### src/hdl/gdc_pkg.sv
// ----------------------------------------------------------------------------
// gdc_pkg: shared definitions for the Gregorian date counter
// Operation and status codes, calendar constants, month tables and the
// control and flag structs between the sequencer and the datapath.
// ----------------------------------------------------------------------------
package gdc_pkg;

    // Operation codes carried by an input item.
    localparam logic [2:0] OP_LOAD = 3'd0;
    localparam logic [2:0] OP_ADD  = 3'd1;
    localparam logic [2:0] OP_SUB  = 3'd2;
    localparam logic [2:0] OP_NEXT = 3'd3;
    localparam logic [2:0] OP_PREV = 3'd4;

    // Status codes carried by a result item.
    localparam logic [1:0] ST_OK      = 2'd0;
    localparam logic [1:0] ST_INVALID = 2'd1;
    localparam logic [1:0] ST_RANGE   = 2'd2;

    // Calendar constants.
    localparam int          COUNT_BITS_DEFAULT = 16;
    localparam int          FIELD_COUNT_BITS   = 16;
    localparam logic [21:0] MAX_SERIAL         = 22'd3652059;
    localparam logic [13:0] MAX_YEAR           = 14'd9999;
    localparam logic [8:0]  DAYS_PER_YEAR      = 9'd365;
    // Reciprocal of 100 in fixed point: (y * RECIP_100) >> RECIP_SHIFT == y / 100.
    localparam logic [12:0] RECIP_100          = 13'd5243;
    localparam int          RECIP_SHIFT        = 19;

    // Control strobes from the sequencer, one per step of the sequence.
    typedef struct packed {
        logic accept;
        logic mul_quot;
        logic calc_rem;
        logic check;
        logic mul_year;
        logic sum_serial;
        logic range_chk;
        logic walk;
    } gdc_cmd_t;

    // Decisions reported back by the datapath.
    typedef struct packed {
        logic load_bad;
        logic range_bad;
        logic walk_done;
    } gdc_flags_t;

    // Length of month m; the leap flag applies to February only.
    function automatic logic [4:0] month_len(input logic [3:0] m, input logic leap);
        logic [4:0] len;
        case (m) inside
            4'd2:                   len = leap ? 5'd29 : 5'd28;
            4'd4, 4'd6, 4'd9, 4'd11: len = 5'd30;
            default:                len = 5'd31;
        endcase
        return len;
    endfunction

    // Days of a common year that lie before the first of month m.
    function automatic logic [8:0] days_before(input logic [3:0] m);
        logic [8:0] d;
        case (m)
            4'd2:    d = 9'd31;
            4'd3:    d = 9'd59;
            4'd4:    d = 9'd90;
            4'd5:    d = 9'd120;
            4'd6:    d = 9'd151;
            4'd7:    d = 9'd181;
            4'd8:    d = 9'd212;
            4'd9:    d = 9'd243;
            4'd10:   d = 9'd273;
            4'd11:   d = 9'd304;
            4'd12:   d = 9'd334;
            default: d = 9'd0;
        endcase
        return d;
    endfunction

endpackage

### src/hdl/gregorian_date_counter_top.sv
// ----------------------------------------------------------------------------
// gregorian_date_counter_top: Gregorian date counter
// Holds a date in years 1..9999; each item loads it, moves it by a day
// count or by one day, and yields the date, its serial number and a status.
//
//   Channel   Handshake              Payload
//   input     in_valid / in_ready    operation, new_day, new_month,
//                                    new_year, day_count
//   output    out_valid / out_ready  cur_day, cur_month, cur_year,
//                                    serial_day, status
//
// A load steps through multiply, remainder, check, year multiply and sum
// before the final step (a rejected date leaves after the check); an unused
// code goes straight to the final step; a move passes the range check and,
// unless rejected, the month walk, which handles one month a cycle. One item
// is in work at a time; input is ready again once the result enters the
// output register. Reset gives 0001-01-01. A stalled output holds the
// sequencer in its final step.
// ----------------------------------------------------------------------------
module gregorian_date_counter_top
    import gdc_pkg::*;
#(
    parameter int COUNT_BITS = COUNT_BITS_DEFAULT
)
(
    input  logic                        clk,
    input  logic                        rst_n,
    input  logic                        in_valid,
    output logic                        in_ready,
    input  logic [2:0]                  operation,
    input  logic [4:0]                  new_day,
    input  logic [3:0]                  new_month,
    input  logic [13:0]                 new_year,
    input  logic [FIELD_COUNT_BITS-1:0] day_count,
    output logic                        out_valid,
    input  logic                        out_ready,
    output logic [4:0]                  cur_day,
    output logic [3:0]                  cur_month,
    output logic [13:0]                 cur_year,
    output logic [21:0]                 serial_day,
    output logic [1:0]                  status
);

    gdc_cmd_t   cmd;
    gdc_flags_t flags;
    logic       out_free;
    logic       finish;
    logic       out_valid_reg;

    logic [4:0]  dp_day;
    logic [3:0]  dp_month;
    logic [13:0] dp_year;
    logic [21:0] dp_serial;
    logic [1:0]  dp_status;

    logic [4:0]  day_out_reg;
    logic [3:0]  month_out_reg;
    logic [13:0] year_out_reg;
    logic [21:0] serial_out_reg;
    logic [1:0]  status_out_reg;

    assign out_free = !out_valid_reg || out_ready;

    gdc_ctrl u_ctrl (
        .clk       (clk),
        .rst_n     (rst_n),
        .in_valid  (in_valid),
        .operation (operation),
        .out_free  (out_free),
        .flags     (flags),
        .in_ready  (in_ready),
        .finish    (finish),
        .cmd       (cmd)
    );

    gdc_dpath #(
        .COUNT_BITS (COUNT_BITS)
    ) u_dpath (
        .clk        (clk),
        .rst_n      (rst_n),
        .cmd        (cmd),
        .operation  (operation),
        .new_day    (new_day),
        .new_month  (new_month),
        .new_year   (new_year),
        .day_count  (day_count),
        .flags      (flags),
        .cur_day    (dp_day),
        .cur_month  (dp_month),
        .cur_year   (dp_year),
        .serial_day (dp_serial),
        .status     (dp_status)
    );

    // Output register: holds a finished result until it is taken.
    always_ff @(posedge clk or negedge rst_n)
    begin
        if (!rst_n)
        begin
            out_valid_reg <= 1'b0;
        end
        else if (finish)
        begin
            out_valid_reg <= 1'b1;
        end
        else if (out_ready)
        begin
            out_valid_reg <= 1'b0;
        end
    end

    always_ff @(posedge clk)
    begin
        if (finish)
        begin
            day_out_reg    <= dp_day;
            month_out_reg  <= dp_month;
            year_out_reg   <= dp_year;
            serial_out_reg <= dp_serial;
            status_out_reg <= dp_status;
        end
    end

    assign out_valid  = out_valid_reg;
    assign cur_day    = day_out_reg;
    assign cur_month  = month_out_reg;
    assign cur_year   = year_out_reg;
    assign serial_day = serial_out_reg;
    assign status     = status_out_reg;

`ifndef SYNTHESIS
    // A result always carries a valid date and serial number.
    a_result_valid: assert property (@(posedge clk) disable iff (!rst_n)
        out_valid |-> (cur_month >= 4'd1) && (cur_month <= 4'd12) && (cur_day >= 5'd1)
                      && (cur_year >= 14'd1) && (cur_year <= MAX_YEAR)
                      && (serial_day >= 22'd1) && (serial_day <= MAX_SERIAL))
        else $error("result date or serial out of range");

    // The block is busy in the cycle after it accepts an item.
    a_busy_after_accept: assert property (@(posedge clk) disable iff (!rst_n)
        (in_valid && in_ready) |=> !in_ready)
        else $error("input ready right after an accepted item");

    // A result enters the output register only when the slot is free.
    a_no_overwrite: assert property (@(posedge clk) disable iff (!rst_n)
        (out_valid && !out_ready) |-> !finish)
        else $error("pending result overwritten");
`endif

endmodule

### src/hdl/gdc_ctrl.sv
// ----------------------------------------------------------------------------
// gdc_ctrl: sequencer of the date counter
// Steps one item through load, range check and month walk, issuing one
// strobe per cycle at most to the shared datapath.
// ----------------------------------------------------------------------------
module gdc_ctrl
    import gdc_pkg::*;
(
    input  logic       clk,
    input  logic       rst_n,
    input  logic       in_valid,
    input  logic [2:0] operation,
    input  logic       out_free,
    input  gdc_flags_t flags,
    output logic       in_ready,
    output logic       finish,
    output gdc_cmd_t   cmd
);

    typedef enum logic [8:0] {
        S_IDLE  = 9'b000000001,
        S_MULQ  = 9'b000000010,
        S_REM   = 9'b000000100,
        S_CHECK = 9'b000001000,
        S_MULY  = 9'b000010000,
        S_SUM   = 9'b000100000,
        S_RANGE = 9'b001000000,
        S_WALK  = 9'b010000000,
        S_FIN   = 9'b100000000
    } state_t;

    state_t state_reg;
    state_t state_next;
    logic   accept;

    assign in_ready = (state_reg == S_IDLE);
    assign accept   = in_valid && in_ready;
    assign finish   = (state_reg == S_FIN) && out_free;

    // Strobes to the datapath follow the current step.
    always_comb
    begin
        cmd            = '0;
        cmd.accept     = accept;
        cmd.mul_quot   = (state_reg == S_MULQ);
        cmd.calc_rem   = (state_reg == S_REM);
        cmd.check      = (state_reg == S_CHECK);
        cmd.mul_year   = (state_reg == S_MULY);
        cmd.sum_serial = (state_reg == S_SUM);
        cmd.range_chk  = (state_reg == S_RANGE);
        cmd.walk       = (state_reg == S_WALK);
    end

    // Next step of the sequence.
    always_comb
    begin
        state_next = state_reg;
        unique case (state_reg)
            S_IDLE:
            begin
                if (accept)
                begin
                    unique case (operation) inside
                        OP_LOAD:                         state_next = S_MULQ;
                        OP_ADD, OP_SUB, OP_NEXT, OP_PREV: state_next = S_RANGE;
                        default:                         state_next = S_FIN;
                    endcase
                end
            end
            S_MULQ:  state_next = S_REM;
            S_REM:   state_next = S_CHECK;
            S_CHECK: state_next = flags.load_bad ? S_FIN : S_MULY;
            S_MULY:  state_next = S_SUM;
            S_SUM:   state_next = S_FIN;
            S_RANGE: state_next = flags.range_bad ? S_FIN : S_WALK;
            S_WALK:  state_next = flags.walk_done ? S_FIN : S_WALK;
            S_FIN:   state_next = out_free ? S_IDLE : S_FIN;
            default: state_next = S_IDLE;
        endcase
    end

    always_ff @(posedge clk or negedge rst_n)
    begin
        if (!rst_n)
        begin
            state_reg <= S_IDLE;
        end
        else
        begin
            state_reg <= state_next;
        end
    end

endmodule

### src/hdl/gdc_dpath.sv
// ----------------------------------------------------------------------------
// gdc_dpath: date state and shared arithmetic of the date counter
// Holds the current date with its serial number and year residues. One
// multiplier serves the load path; one compare and subtract walks months.
// ----------------------------------------------------------------------------
module gdc_dpath
    import gdc_pkg::*;
#(
    parameter int COUNT_BITS = COUNT_BITS_DEFAULT
)
(
    input  logic                        clk,
    input  logic                        rst_n,
    input  gdc_cmd_t                    cmd,
    input  logic [2:0]                  operation,
    input  logic [4:0]                  new_day,
    input  logic [3:0]                  new_month,
    input  logic [13:0]                 new_year,
    input  logic [FIELD_COUNT_BITS-1:0] day_count,
    output gdc_flags_t                  flags,
    output logic [4:0]                  cur_day,
    output logic [3:0]                  cur_month,
    output logic [13:0]                 cur_year,
    output logic [21:0]                 serial_day,
    output logic [1:0]                  status
);

    // Count bits actually taken from the port, and the width of the remainder.
    localparam int CB_USE = (COUNT_BITS < FIELD_COUNT_BITS) ? COUNT_BITS : FIELD_COUNT_BITS;
    localparam int RW     = (CB_USE > 5) ? CB_USE : 5;
    localparam int MW     = 27;

    // Captured item.
    logic [2:0]    op_reg;
    logic [4:0]    nd_reg;
    logic [3:0]    nm_reg;
    logic [13:0]   ny_reg;
    logic [RW-1:0] cnt_reg;

    // Current date and its derived state.
    logic [4:0]  day_reg,   day_next;
    logic [3:0]  month_reg, month_next;
    logic [13:0] year_reg,  year_next;
    logic [6:0]  ymod100_reg, ymod100_next;
    logic [8:0]  ymod400_reg, ymod400_next;
    logic [21:0] serial_reg;
    logic [1:0]  status_reg;

    // Working registers.
    logic [MW-1:0] mul_reg;
    logic [7:0]    quot_reg;
    logic [6:0]    r100_reg;
    logic [8:0]    r400_reg;
    logic          leap_ld_reg;
    logic [RW-1:0] rem_reg, rem_next;
    logic          fwd_reg;

    // Shared multiplier operands.
    logic [13:0]   mul_a;
    logic [12:0]   mul_b;
    logic [MW-1:0] mul_p;

    // Load path values.
    logic [7:0]  quot_w;
    logic [6:0]  r100_w;
    logic [8:0]  r400_w;
    logic        leap_ld;
    logic        load_bad;
    logic [7:0]  quot_prev;
    logic [13:0] yprev;
    logic [22:0] serial_sum;

    // Range check values.
    logic          fwd_w;
    logic [RW-1:0] delta_w;
    logic [22:0]   fwd_sum;
    logic          range_bad;

    // Walk values.
    logic       cur_leap;
    logic [4:0] mlen_cur;
    logic [4:0] left_days;
    logic [3:0] prev_month;
    logic       walk_fit;

    // One multiplier: year times reciprocal of 100, then 365 times year before.
    assign yprev = ny_reg - 14'd1;
    assign mul_a = cmd.mul_year ? yprev : ny_reg;
    assign mul_b = cmd.mul_year ? 13'(DAYS_PER_YEAR) : RECIP_100;
    assign mul_p = MW'(mul_a) * MW'(mul_b);

    // Residues of the loaded year modulo 100 and 400.
    assign quot_w = mul_reg[RECIP_SHIFT +: 8];
    assign r100_w = 7'(ny_reg - 14'(({6'd0, quot_w} << 6) + ({6'd0, quot_w} << 5)
                                    + ({6'd0, quot_w} << 2)));
    assign r400_w = 9'(r100_w) + 9'(quot_w[1:0]) * 9'd100;

    // Validity of the loaded date.
    assign leap_ld  = (r100_reg == 7'd0) ? (r400_reg == 9'd0) : (ny_reg[1:0] == 2'b00);
    assign load_bad = (nm_reg < 4'd1) || (nm_reg > 4'd12) || (ny_reg < 14'd1)
                   || (ny_reg > MAX_YEAR) || (nd_reg < 5'd1)
                   || (nd_reg > month_len(nm_reg, leap_ld));

    // Serial number of the loaded date.
    assign quot_prev  = (r100_reg == 7'd0) ? (quot_reg - 8'd1) : quot_reg;
    assign serial_sum = 23'(mul_reg[21:0]) + 23'(yprev >> 2) - 23'(quot_prev)
                      + 23'(quot_prev >> 2) + 23'(days_before(nm_reg))
                      + 23'(leap_ld_reg && (nm_reg > 4'd2)) + 23'(nd_reg);

    // Range check for a move by a day count or by one day.
    assign fwd_w     = (op_reg == OP_ADD) || (op_reg == OP_NEXT);
    assign delta_w   = ((op_reg == OP_ADD) || (op_reg == OP_SUB)) ? cnt_reg : RW'(1);
    assign fwd_sum   = {1'b0, serial_reg} + 23'(delta_w);
    assign range_bad = fwd_w ? (fwd_sum > 23'(MAX_SERIAL))
                             : (23'(delta_w) >= 23'(serial_reg));

    // Month walk: one month boundary per cycle.
    assign cur_leap   = (ymod100_reg == 7'd0) ? (ymod400_reg == 9'd0)
                                              : (year_reg[1:0] == 2'b00);
    assign mlen_cur   = month_len(month_reg, cur_leap);
    assign left_days  = mlen_cur - day_reg;
    assign prev_month = month_reg - 4'd1;
    assign walk_fit   = fwd_reg ? (rem_reg <= RW'(left_days)) : (rem_reg < RW'(day_reg));

    always_comb
    begin
        day_next     = day_reg;
        month_next   = month_reg;
        year_next    = year_reg;
        ymod100_next = ymod100_reg;
        ymod400_next = ymod400_reg;
        rem_next     = rem_reg;
        if (walk_fit)
        begin
            day_next = fwd_reg ? (day_reg + rem_reg[4:0]) : (day_reg - rem_reg[4:0]);
        end
        else if (fwd_reg)
        begin
            rem_next = rem_reg - RW'(left_days) - RW'(1);
            day_next = 5'd1;
            if (month_reg == 4'd12)
            begin
                month_next   = 4'd1;
                year_next    = year_reg + 14'd1;
                ymod100_next = (ymod100_reg == 7'd99) ? 7'd0 : ymod100_reg + 7'd1;
                ymod400_next = (ymod400_reg == 9'd399) ? 9'd0 : ymod400_reg + 9'd1;
            end
            else
            begin
                month_next = month_reg + 4'd1;
            end
        end
        else
        begin
            rem_next = rem_reg - RW'(day_reg);
            if (month_reg == 4'd1)
            begin
                month_next   = 4'd12;
                day_next     = 5'd31;
                year_next    = year_reg - 14'd1;
                ymod100_next = (ymod100_reg == 7'd0) ? 7'd99 : ymod100_reg - 7'd1;
                ymod400_next = (ymod400_reg == 9'd0) ? 9'd399 : ymod400_reg - 9'd1;
            end
            else
            begin
                month_next = prev_month;
                day_next   = month_len(prev_month, cur_leap);
            end
        end
    end

    // Item capture and working registers.
    always_ff @(posedge clk)
    begin
        if (cmd.accept)
        begin
            op_reg  <= operation;
            nd_reg  <= new_day;
            nm_reg  <= new_month;
            ny_reg  <= new_year;
            cnt_reg <= RW'(day_count[CB_USE-1:0]);
        end
        if (cmd.mul_quot || cmd.mul_year)
        begin
            mul_reg <= mul_p;
        end
        if (cmd.calc_rem)
        begin
            quot_reg <= quot_w;
            r100_reg <= r100_w;
            r400_reg <= r400_w;
        end
        if (cmd.check)
        begin
            leap_ld_reg <= leap_ld;
        end
        if (cmd.range_chk)
        begin
            rem_reg <= delta_w;
            fwd_reg <= fwd_w;
        end
        else if (cmd.walk)
        begin
            rem_reg <= rem_next;
        end
    end

    // Date state, serial number and status.
    always_ff @(posedge clk or negedge rst_n)
    begin
        if (!rst_n)
        begin
            day_reg     <= 5'd1;
            month_reg   <= 4'd1;
            year_reg    <= 14'd1;
            ymod100_reg <= 7'd1;
            ymod400_reg <= 9'd1;
            serial_reg  <= 22'd1;
            status_reg  <= ST_OK;
        end
        else
        begin
            if (cmd.accept)
            begin
                status_reg <= ST_OK;
            end
            if (cmd.check)
            begin
                if (load_bad)
                begin
                    status_reg <= ST_INVALID;
                end
                else
                begin
                    day_reg     <= nd_reg;
                    month_reg   <= nm_reg;
                    year_reg    <= ny_reg;
                    ymod100_reg <= r100_reg;
                    ymod400_reg <= r400_reg;
                end
            end
            if (cmd.sum_serial)
            begin
                serial_reg <= serial_sum[21:0];
            end
            if (cmd.range_chk)
            begin
                if (range_bad)
                begin
                    status_reg <= ST_RANGE;
                end
                else if (fwd_w)
                begin
                    serial_reg <= fwd_sum[21:0];
                end
                else
                begin
                    serial_reg <= serial_reg - 22'(delta_w);
                end
            end
            if (cmd.walk)
            begin
                day_reg     <= day_next;
                month_reg   <= month_next;
                year_reg    <= year_next;
                ymod100_reg <= ymod100_next;
                ymod400_reg <= ymod400_next;
            end
        end
    end

    assign flags.load_bad  = load_bad;
    assign flags.range_bad = range_bad;
    assign flags.walk_done = walk_fit;

    assign cur_day    = day_reg;
    assign cur_month  = month_reg;
    assign cur_year   = year_reg;
    assign serial_day = serial_reg;
    assign status     = status_reg;

endmodule
### config.mk
export PLATFORM = sky130hd
export DESIGN_NAME = gregorian_date_counter_top
export DESIGN_NICKNAME = d
export VERILOG_FILES = /design/src/hdl/gdc_pkg.sv /design/src/hdl/gregorian_date_counter_top.sv /design/src/hdl/gdc_ctrl.sv /design/src/hdl/gdc_dpath.sv
export SDC_FILE = /design/constraint.sdc
export NUM_CORES = 1
export LEC_CHECK = 0
export ABC_AREA = 1
export BUFFER_PORTS_ARGS = -buffer_cell sky130_fd_sc_hd__buf_2
export CAP_MARGIN = 20
export CORE_MARGIN = 10
export CORE_UTILIZATION = 43
export CTS_CLUSTER_DIAMETER = 40
export DETAILED_ROUTE_END_ITERATION = 8
export HOLD_SLACK_MARGIN = 0.1
export PLACE_DENSITY_LB_ADDON = 0.1
export SLEW_MARGIN = 20
export SYNTH_ARGS = -nofsm -noshare
export SYNTH_HDL_FRONTEND = slang
export SYNTH_SLANG_ARGS = --single-unit
### constraint.sdc
create_clock -name clk -period 20.1 [get_ports clk]
set_input_delay 1.005 -clock clk [delete_from_list [all_inputs] [get_ports clk]]
set_output_delay 1.005 -clock clk [all_outputs]
set_load 0.05 [all_outputs]
==> After elaboration in Yosys (flattened, before gate mapping) <==
Memory sizes are Yosys's and may differ from the RTL's. A register that Yosys moved wholly into a read port is not among the register bits.
Cells that the tools add are included.
{ "classes": {"add_sub_neg": 28, "multipliers": 2, "order_cmp": 11, "n_eq_ne": 41, "muxes": 78, "n_reduce_logical": 31} }
{ "ops": {"columns": ["cell", "n"], "rows": [
  ["two-way mux 9 bit", 14],
  ["two-way mux 14 bit", 8],
  ["two-way mux 22 bit", 4],
  ["one-hot mux 9 bit (9 select lines)", 1],
  ["two-way mux 16 bit", 5],
  ["two-way mux 7 bit", 9],
  ["two-way mux 5 bit", 8],
  ["two-way mux 4 bit", 8],
  ["subtractor 16 x 5 -> 16 bit", 2],
  ["== test 4 bit, second input constant", 7],
  ["subtractor 14 x 1 -> 14 bit, second input constant", 2],
  ["multiplier 14 x 13 -> 27 bit", 1],
  ["== test 4 x 3 -> 1 bit, second input constant", 6],
  ["adder 22 x 16 -> 23 bit", 1],
  ["greater-than comparator 23 x 22 -> 1 bit, second input constant", 1],
  ["adder 22 x 1 -> 22 bit", 1],
  ["adder 22 x 12 -> 22 bit", 1],
  ["adder 22 x 5 -> 22 bit", 1],
  ["adder 22 x 6 -> 22 bit", 1],
  ["adder 22 x 9 -> 22 bit", 1],
  ["greater-or-equal comparator 16 x 22 -> 1 bit", 1],
  ["subtractor 22 x 16 -> 22 bit", 1],
  ["subtractor 22 x 8 -> 22 bit", 1],
  ["== test 9 bit, second input constant", 2],
  ["other kinds (58)", 104]
]} }
{ "word_totals": {"reg_bits": 231, "mem_bits_ro": 144, "in_bits": 46, "output_inout_bits": 49, "word_cells": 218, "mem_count": 1} }
{ "mem_list": {"columns": ["name", "depth", "word_bits", "read_ports", "rd_ports_with_merged_regs", "wr", "line", "rtl"], "rows": [
  ["(name not given)", 16, 9, 1, 1, 0, "gdc_pkg.sv:63", "case (m)"]
]} }

==> Logic depth before layout (Yosys ltp) <==
Gate-level depths: netlist (run 1).
{ "logic_depth": {"word_depth": 11, "depth_mapped": 35, "ltp_nobuf": 35} }

==> By module <==
Synthesis (run 1) repeated with hierarchy kept, for this count alone.
{ "unflattened": {"cells_unflattened": 2779, "area_unflattened_um2": 22464.0} }
{ "by_module_without_submodules": {"columns": ["module", "n_inst", "cells_per_inst", "area_each_um2", "seq_area_each_um2"], "rows": [
  ["gdc_dpath", 1, 2628, 20315.7, 5037.3],
  ["gregorian_date_counter_top", 1, 52, 1456.4, 1436.4],
  ["gdc_ctrl", 1, 99, 691.9, 226.5]
]} }

==> Worst setup path before layout (run 1) <==
Ideal clock, no wire load.
{ "synth_path": {"path_kind": "reg-to-reg", "from": "reg u_ctrl.state_reg[3]", "to": "reg u_dpath.mul_reg[24] (data pin)", "setup_ns": 0.258, "arrival_time_ns": 6.111, "required_time_ns": 19.842, "path_slack_ns": 13.732, "stages_incl_launch_ff": 31, "path_buffers": 2, "period_less_slack_ns": 6.368, "path_cell_list": "dfrtp_1 -> nor2_1 -> inv_1 -> nor2_1 -> nand2_1 -> nor2_1 -> buf_2 -> buf_1 -> nor2_1 -> nor2_1 -> inv_1 -> fa_1 -> inv_1 -> fa_1 -> inv_1 -> fa_1 -> inv_1 -> fa_1 -> fa_1 -> inv_1 -> ha_1 -> a21oi_1 -> a21boi_0 -> inv_1 -> a21oi_1 -> o21ai_0 -> nand3_1 -> nand2_1 -> nand2_1 -> nand2_1 -> xor2_1"} }
{ "synth_between": {"elab_chain_len": 3, "elab_cells_between_ends": 4, "classes_between": "mul: 1; eq/ne: 1; mux: 2"} }
{ "synth_rtl": {"columns": ["element", "line", "rtl"], "rows": [
  ["start, declared", "gdc_ctrl.sv:32", "state_t state_reg;"],
  ["start signal, assigned", "gdc_ctrl.sv:90", "state_reg <= state_next;"],
  ["== test 9 x 5 -> 1 bit *", "gdc_ctrl.sv:48", "cmd.mul_year = (state_reg == S_MULY);"],
  ["two-way mux 14 bit or two-way mux 13 bit (tied branches)", "gdc_dpath.sv:88, gdc_dpath.sv:89", null],
  ["multiplier 14 x 13 -> 27 bit *", "gdc_dpath.sv:90", "assign mul_p = MW'(mul_a) * MW'(mul_b);"],
  ["net u_dpath.mul_p[24]", "gdc_dpath.sv:61", "logic [MW-1:0] mul_p;"],
  ["end signal, assigned", "gdc_dpath.sv:185", "mul_reg <= mul_p;"],
  ["end, declared", "gdc_dpath.sv:50", "logic [MW-1:0] mul_reg;"]
]} }
The timed path passes the listed nets; every way through them passes the cells marked *.
A chain may end at the register's enable or synchronous reset.

==> Worst setup path in the final report (run 1) <==
{ "layout_path": {"from": "reg u_dpath.ny_reg[0]", "to": "reg u_dpath.mul_reg[23] (data pin)"} }
{ "layout_between": {"elab_chain_len": 3} }
{ "layout_rtl": {"columns": ["element", "line", "rtl"], "rows": [
  ["start, declared", "gdc_dpath.sv:37", "logic [13:0] ny_reg;"],
  ["start signal, assigned", "gdc_dpath.sv:180", "ny_reg <= new_year;"],
  ["subtractor 14 x 1 -> 14 bit", "gdc_dpath.sv:87", "assign yprev = ny_reg - 14'd1;"],
  ["two-way mux 14 bit *", "gdc_dpath.sv:88", "assign mul_a = cmd.mul_year ? yprev : ny_reg;"],
  ["multiplier 14 x 13 -> 27 bit *", "gdc_dpath.sv:90", null],
  ["net u_dpath.mul_p[23]", "gdc_dpath.sv:61", null]
]} }
Marks and branches as above.

==> results of run 1 <==
-- cells by family after synthesis --
family,Yosys count,synth area share [%]
muxes,3,0.135
buffers and inverters,563,9.93
AOI/OAI and AO/OA,404,10.4
xor gates and xnor gates,130,5.11
DFF,238,30.1
adders and majority gates,374,25.1
other,1,0.0168
and+or+nand+nor,1000,19.3
-- final timing paths --
kind                                          start                endpoint  slack [ns]  cells past startpoint
min in group clk                u_dpath.mul_reg[26]     u_dpath.quot_reg[7]        0.48                      0
worst max-delay path              u_dpath.ny_reg[0]     u_dpath.mul_reg[23]       13.02                     31
max in group asynchronous                     rst_n  u_dpath.serial_day[11]       19.12                      1
worst min-delay path                          rst_n      u_dpath.cur_day[4]        0.47                      1
worst min register to register  u_dpath.mul_reg[26]     u_dpath.quot_reg[7]        0.48                      0
worst max register to register    u_dpath.ny_reg[0]     u_dpath.mul_reg[23]       13.02                     31
-- cells in the mapped netlist, types with 8 or more instances --
cell and n:
nand2_1 524, inv_1 488, ha_1 254, nor2_1 218, o21ai_0 162, edfxtp_1 156, a21oi_1 126, fa_1 120
nand3_1 117, xor2_1 94, dfrtp_1 66, nor3_1 36, xnor2_1 36, nand4_1 30, o211ai_1 21, clkbuf_1 20
buf_2 16, inv_2 15, nor2_2 13, o21bai_1 13, or2_2 13, a31oi_1 12, nor4_1 12, nand3b_1 11
dfxtp_1 9, o21ai_1 9, o22ai_1 8
-- per-layer routing --
metal | GRT usage (%) | wire length, µm | vias up
li1 | - | - | 9030
met4 | 7.03 | 1860 | 0
met3 | 2.52 | 2360 | 100
met1 | 25.3 | 27100 | 8573
met5 | 0 | 0 | -
met2 | 35.0 | 30300 | 350
-- stage by stage --
step / instances / cell area, µm² / utilization [%]
finish: 3542 / 25200 / 49.2
CTS: 3540 / 25200 / 49.1
global placement: 3448 / 23400 / 45.7
global route: 3542 / 25200 / 49.2
detailed placement: 3448 / 23400 / 45.7
floorplan: 2713 / 22300 / -
-- area by class of cell --
| class | count | area, µm² | area share, % |
|---|---|---|---|
| inverters | 509 | 1910 | 7.58 |
| clock buffers | 52 | 1270 | 5.03 |
| multi-input cells | 1912 | 13400 | 53.1 |
| well taps | 680 | 851 | 3.37 |
| repair buffers | 110 | 604 | 2.40 |
| clock inverters | 40 | 495 | 1.96 |
| diodes | 1 | 2.50 | 0.00992 |
| flip-flops and latches | 238 | 6700 | 26.6 |
==> flow_metrics.py, run 1 <==
metrics = {
    "hold_path": {
        "hold_path_class": "input pin to async pin",
    },
    "timing": {
        "hold_viol": 0,
        "layout_min_cycle_time_ns": 7.08,
        "maxSlewViolCount": 0,
        "rsz0062_at_grt": "false",
        "tightest_slew_ns": 1.05,
        "slew-limit-headroom_pct": 29.7,
        "tns_ns": 0,
        "fin_crit_sh_pct": 35.2,
        "fmax_mhz": 141,
        "setup_viol": 0,
        "layout_setup_ws_ns": 13.02,
        "fin_skew_ns": 0.0253,
        "hold_ws_ns": 0.470,
    },
    "floorplan": {
        "fp-row-count": 83,
        "start_util_pct": 43.4,
        "io_pins": 95,
        "fp.dieW_um": 248,
        "core-area_um2": 51300,
        "die_y_um": 248,
        "dieArea_um2": 61300,
    },
    "clock_tree": {
        "max-clock-path-buffers": 3,
        "postCtsHoldBufs": 0,
        "cts_buffers": 49,
        "clk_pin_slew_worst_paths_ns": 0.05,
        "htree_levels": 2,
        "tritoncts": "yes",
        "cts_root_buf": "clkbuf_16",
        "post_cts_resized": 0,
        "cts_setup_buffers": 0,
        "clk_latency_ns": 0.59,
        "clock_sinks": 238,
    },
    "placement": {
        "gp_congestion": 0.936,
        "dp_slack_ns": 13.05,
        "portBuffers": 94,
        "dpl.hpwl_um": 49900,
    },
    "grt": {
        "groute.usage.overall_pct": 20.1,
        "first_global_vias": 18400,
        "overflow": 0,
        "grt_pass1_wl_um": 98400,
        "antenna_found_initial": 1,
        "grt_max_degree": 74,
    },
    "finish": {
        "final_common_cell": "nand2_1",
        "largest_reg_flops": 27,
        "final_cell_mix": "nand2_1, inv_1, ha_1, nor2_1, o21ai_0",
        "areaGrowthSynthToFinish_pct": 13.2,
        "drive_gt1_share_pct": 10.1,
        "final_nets": 3240,
        "fillers": 5056,
    },
    "worst_setup_path": {
        "path_common_cell": "inv_1",
        "slowest_delay_ns": 0.54,
        "critPathMaxFanout": 6,
        "crit_slowest_cell": "fa_1",
        "critPathKind": "register to register",
        "crit_buf_inv": 7,
        "cp.arrival_ns": 7.40,
        "cp_data_required_time_ns": 20.41,
        "crit_path_end_kind": "register",
        "critPathTopFamily": "adder cells",
        "worstSetupStartpointType": "register",
    },
    "run": {
        "max-cap-violations": 0,
    },
    "logic_synthesis": {
        "syn_avg_cell_area_um2": 8.21,
        "yosys.area.top_type": "edfxtp_1",
        "ys_seq_area_share_pct": 30.1,
        "syn_nets": 3133,
        "synth_top_area_share_pct": 21.0,
        "ys_warn_count": 0,
        "synthCells": 2713,
        "netlist_area_um2": 22300,
        "synthArstFlopShare_pct": 30.7,
        "synth_cell_type_count": 64,
        "ys_ff_latch": 238,
        "synth_area_leaders": "edfxtp_1, ha_1, fa_1",
        "synthFlopType": "edfxtp_1",
        "synth_edf_count": 156,
    },
    "routing": {
        "drt_iter0_drc": 967,
        "first_pass_iters": 5,
        "via_per_inst": 5.10,
        "wl_um": 61600,
        "drc_errors": 0,
        "ant_nets": 0,
        "wire_per_inst_um": 17.4,
        "num_vias": 18100,
    },
    "outcome": {
        "status": "completed",
    },
}
Power of run 1 is left out: the tool's default activity adds up to more than one toggle a clock period on the data nets, which glitch-free logic cannot reach.
==> inputs of run 2 (changes only) <==
==> constraint.sdc (replaced) <==
create_clock -name clk -period 6.1 [get_ports clk]
set_input_delay 0.305 -clock clk [delete_from_list [all_inputs] [get_ports clk]]
set_output_delay 0.305 -clock clk [all_outputs]
set_load 0.05 [all_outputs]
==> flow_metrics.py, run 2 (same netlist as run 1, synthesis figures left out) <==
metrics = {
    "grt": {
        "first_global_vias": 18800,
        "grt_max_degree": 74,
        "overflow": 0,
        "groute.usage.overall_pct": 20.0,
        "grt_pass1_wl_um": 98500,
        "antenna_found_initial": 0,
    },
    "placement": {
        "dp_slack_ns": -0.291,
        "portBuffers": 94,
        "gp_congestion": 0.904,
        "dp.cells": 3584,
        "dpl.hpwl_um": 50000,
    },
    "timing": {
        "slew-limit-headroom_pct": 29.3,
        "hold_ws_ns": 0.362,
        "layout_min_cycle_time_ns": 6.03,
        "setup_viol": 0,
        "layout_setup_ws_ns": 0.0677,
        "fmax_mhz": 166,
        "rsz0062_at_grt": "true",
        "tightest_slew_ns": 1.06,
        "hold_viol": 0,
        "fin_skew_ns": 0.0194,
        "fin_crit_sh_pct": 98.9,
        "maxSlewViolCount": 0,
    },
    "floorplan": {
        "die_y_um": 248,
        "fp-row-count": 83,
        "start_util_pct": 43.4,
        "core-area_um2": 51300,
        "io_pins": 95,
        "dieArea_um2": 61300,
        "fp.dieW_um": 248,
    },
    "hold_path": {
        "hold_path_class": "input pin to async pin",
    },
    "clock_tree": {
        "max-clock-path-buffers": 3,
        "cts_buffers": 48,
        "tritoncts": "yes",
        "clk_pin_slew_worst_paths_ns": 0.05,
        "clock_sinks": 238,
        "clk_latency_ns": 0.57,
        "htree_levels": 2,
        "cts_root_buf": "clkbuf_16",
    },
    "routing": {
        "via_per_inst": 5.00,
        "drc_errors": 0,
        "wl_um": 62200,
        "ant_nets": 0,
        "first_pass_iters": 8,
        "wire_per_inst_um": 16.6,
        "drt_iter0_drc": 1000,
        "num_vias": 18700,
    },
    "finish": {
        "ff_latch_area_um2": 6700,
        "fin_util_pct": 53.3,
        "final_nets": 3443,
        "insertedDiodeCount": 0,
        "final_cell_mix": "nand2_1, inv_1, ha_1, nor2_1, buf_4",
        "drive_gt1_share_pct": 17.7,
        "final_common_cell": "nand2_1",
        "multi_input_area_um2": 13900,
        "instances_no_fill": 3743,
        "largest_reg_flops": 27,
        "areaGrowthSynthToFinish_pct": 22.7,
        "fillers": 4866,
    },
    "worst_setup_path": {
        "reg2reg_slack_ns": 0.07,
        "r2r-start": "u_dpath.ny_reg[1]",
        "r2r-end": "u_dpath.mul_reg[23]",
        "crit_path_end_kind": "register",
        "slowest_delay_ns": 0.54,
        "worstSetupStartpointType": "register",
        "critPathTopFamily": "adder cells",
        "cp_num_cells": 30,
        "crit_end": "u_dpath.mul_reg[23]",
        "rr_worst_depth": 30,
        "startpoint": "u_dpath.ny_reg[1]",
        "cp.arrival_ns": 6.34,
        "crit_buf_inv": 7,
        "critPathMaxFanout": 3,
        "cp_data_required_time_ns": 6.40,
        "path_common_cell": "fa_1",
        "critPathKind": "register to register",
        "crit_slowest_cell": "fa_1",
    },
    "outcome": {
        "status": "completed",
    },
    "run": {
        "max-cap-violations": 0,
    },
}
[run 2: cell types whose count changed in the layout (fill, tap and decap cells not counted), sizes merged]
cell / delta
buf: +159
dlygate4sd3: +45
inv: -7
clkbuf: +6
bufinv: -2
clkinv: +2
clkinvlp: -1
diode: -1
[run 2: metal layers]
| layer | share of wire (%) | GRT usage [%] | vias to the layer above |
|---|---|---|---|
| li1 | - | - | 9432 |
| met1 | 44 | 25.3 | 8875 |
| met2 | 50 | 35.0 | 324 |
| met3 | 3.3 | 2.28 | 92 |
| met4 | 2.9 | 6.81 | 0 |
| met5 | 0 | 0 | - |
[run 2: worst min path at each step]
| stage | startpoint | to | depth (start not counted) |
|---|---|---|---|
| after global placement | u_dpath.cur_year[12] | cur_year[12] | 0 |
| after floorplan | rst_n | out_valid | 0 |
| after global routing | rst_n | u_dpath.cur_day[4] | 2 |
| after CTS | new_year[3] | u_dpath.ny_reg[3] | 2 |
| final | rst_n | u_dpath.cur_day[4] | 2 |
| after detailed placement | u_dpath.cur_year[12] | cur_year[12] | 0 |
[run 2: what timing repair did]
item                       4_1_cts  5_1_grt
pin swaps                        5       53
gates resized for setup         21      114
hold endpoints to repair       112        0
setup endpoints to repair        8       18
hold buffers                    45        0
buffers inserted                 7       17
[run 2: cell type report]
cell class                 instances  share of cell area [%]
multi-input combinational       1912                    51.0
clock buffer                      58                    4.72
inverter                         509                    7.01
timing repair buffer             314                    8.33
tap                              680                    3.11
clock inverter                    32                    1.30
sequential                       238                    24.5
[run 2: worst register-to-register path, delay by kind of cell, from the launching register on]
family	cells	cell delay, ns
AND/OR/NAND/NOR	9	0.90
XOR/XNOR	1	0.14
AO/OA/AOI/OAI	6	0.81
flip-flops	1	0.44
buffers and inverters	7	0.48
adder cells (fa/ha/maj)	7	2.97
[run 2: stage by stage]
step                instance area, µm²  TNS, ns
floorplan                        22300        0
global route                     27300    -1.83
global placement                 24500   -0.252
CTS                              26700        0
detailed placement               24500    -1.05
finish                           27300        0
Power of run 2 is left out for the same reason.
==> inputs of run 3 (changes only) <==
--- a/config.mk
+++ b/config.mk
@@ -9,7 +9,7 @@
 export BUFFER_PORTS_ARGS = -buffer_cell sky130_fd_sc_hd__buf_2
 export CAP_MARGIN = 20
 export CORE_MARGIN = 10
-export CORE_UTILIZATION = 43
+export CORE_UTILIZATION = 50
 export CTS_CLUSTER_DIAMETER = 40
 export DETAILED_ROUTE_END_ITERATION = 8
 export HOLD_SLACK_MARGIN = 0.1
==> flow_metrics.py, run 3 (same netlist as run 1, synthesis figures left out) <==
metrics = {
    "finish": {
        "final_cell_mix": "nand2_1, inv_1, ha_1, nor2_1, edfxtp_1",
        "instances_no_fill": 3632,
        "ff_latch_area_um2": 6700,
        "final_nets": 3422,
        "multi_input_area_um2": 13900,
        "largest_reg_flops": 27,
        "areaGrowthSynthToFinish_pct": 21.2,
        "final_common_cell": "nand2_1",
        "fin_util_pct": 61.2,
        "insertedDiodeCount": 0,
        "fillers": 3999,
        "drive_gt1_share_pct": 17.0,
    },
    "routing": {
        "num_vias": 18900,
        "first_pass_iters": 7,
        "drt_iter0_drc": 1172,
        "drc_errors": 0,
        "wl_um": 62000,
        "ant_nets": 0,
        "via_per_inst": 5.21,
        "wire_per_inst_um": 17.1,
    },
    "hold_path": {
        "hold_path_class": "input pin to async pin",
    },
    "worst_setup_path": {
        "critPathKind": "register to register",
        "rr_worst_depth": 32,
        "critPathMaxFanout": 4,
        "worstSetupStartpointType": "register",
        "reg2reg_slack_ns": -0.06,
        "crit_path_end_kind": "register",
        "critPathTopFamily": "adder cells",
        "crit_buf_inv": 8,
        "crit_slowest_cell": "fa_1",
        "r2r-end": "u_dpath.mul_reg[23]",
        "cp.arrival_ns": 6.47,
        "r2r-start": "u_dpath.ny_reg[1]",
        "slowest_delay_ns": 0.53,
        "cp_data_required_time_ns": 6.41,
    },
    "timing": {
        "fin_crit_sh_pct": 101,
        "hold_ws_ns": 0.323,
        "fin_skew_ns": 0.0300,
        "tightest_slew_ns": 1.05,
        "hold_viol": 0,
        "slew-limit-headroom_pct": 29.7,
        "maxSlewViolCount": 0,
        "setup_viol": 2,
        "fmax_mhz": 162,
        "layout_setup_ws_ns": -0.0600,
        "rsz0062_at_grt": "true",
        "layout_min_cycle_time_ns": 6.16,
    },
    "clock_tree": {
        "tritoncts": "yes",
        "max-clock-path-buffers": 3,
        "clk_pin_slew_worst_paths_ns": 0.05,
        "clk_latency_ns": 0.58,
        "cts_root_buf": "clkbuf_16",
        "clock_sinks": 238,
        "cts_buffers": 46,
        "htree_levels": 2,
    },
    "floorplan": {
        "io_pins": 95,
        "fp-row-count": 77,
        "start_util_pct": 50.5,
        "dieArea_um2": 53400,
        "fp.dieW_um": 231,
        "core-area_um2": 44100,
        "die_y_um": 231,
    },
    "placement": {
        "dpl.hpwl_um": 49000,
        "gp_congestion": 0.932,
        "dp.cells": 3481,
        "portBuffers": 94,
    },
    "outcome": {
        "violations": "setup timing",
        "status": "finished, violations left",
    },
    "grt": {
        "groute.usage.overall_pct": 22.5,
        "antenna_found_initial": 1,
        "grt_pass1_wl_um": 97200,
        "overflow": 0,
        "first_global_vias": 18600,
        "grt_max_degree": 74,
    },
    "run": {
        "max-cap-violations": 0,
    },
}
[run 3: worst max-delay path by stage]
stage                        startpoint             endpoint  slack (ns)  cells after the start
floorplan           u_ctrl.state_reg[3]  u_dpath.mul_reg[23]        0.04                     31
global placement    u_ctrl.state_reg[0]  u_dpath.mul_reg[23]       -0.06                     31
global route          u_dpath.ny_reg[1]  u_dpath.mul_reg[24]       -0.37                     34
CTS                   u_dpath.ny_reg[0]  u_dpath.mul_reg[23]      -0.005                     32
detailed placement    u_dpath.ny_reg[0]  u_dpath.mul_reg[23]       -0.16                     30
finish                u_dpath.ny_reg[1]  u_dpath.mul_reg[23]       -0.06                     32
[run 3: through the flow]
step                setup slack [ns]  setup TNS (ns)  area [µm²]
finish                       -0.0600         -0.0993       27000
CTS                         -0.00504        -0.00504       26400
global placement             -0.0635         -0.0882       24300
detailed placement            -0.160          -0.342       24300
global route                  -0.375           -1.99       27000
floorplan                     0.0360               0       22300
[run 3: cell type report]
type                       instances  area share, %
sequential                       238           24.8
multi-input combinational       1912           51.5
clock buffer                      59           4.71
inverter                         509           7.11
clock inverter                    27           1.13
timing repair buffer             294           7.92
tap                              592           2.74
timing repair inverter             1         0.0278
[run 3: metal layers]
| layer | vias up | global-route usage, % | wire length (µm) |
|---|---|---|---|
| met5 | - | 0 | 12 |
| met4 | 2 | 8.78 | 2310 |
| met3 | 125 | 2.80 | 2460 |
| met2 | 414 | 39.5 | 30700 |
| met1 | 8999 | 27.8 | 26500 |
| li1 | 9383 | - | - |
[run 3: what timing repair did]
item,4_1_cts,5_1_grt
buffers inserted,2,18
setup endpoints to repair,5,17
pin swaps,3,73
hold buffers,45,0
resized for setup,19,113
cloned,1,0
hold endpoints to repair,112,0
[run 3: worst register-to-register path, delay by kind of cell (launching register included)]
| kind | cells | cell delay (ns) |
|---|---|---|
| xor+xnor | 2 | 0.26 |
| compound gates | 3 | 0.41 |
| flops | 1 | 0.41 |
| buf+inv | 8 | 0.60 |
| fa+ha+maj | 6 | 2.59 |
| simple gates | 13 | 1.64 |
Power of run 3 is left out for the same reason.
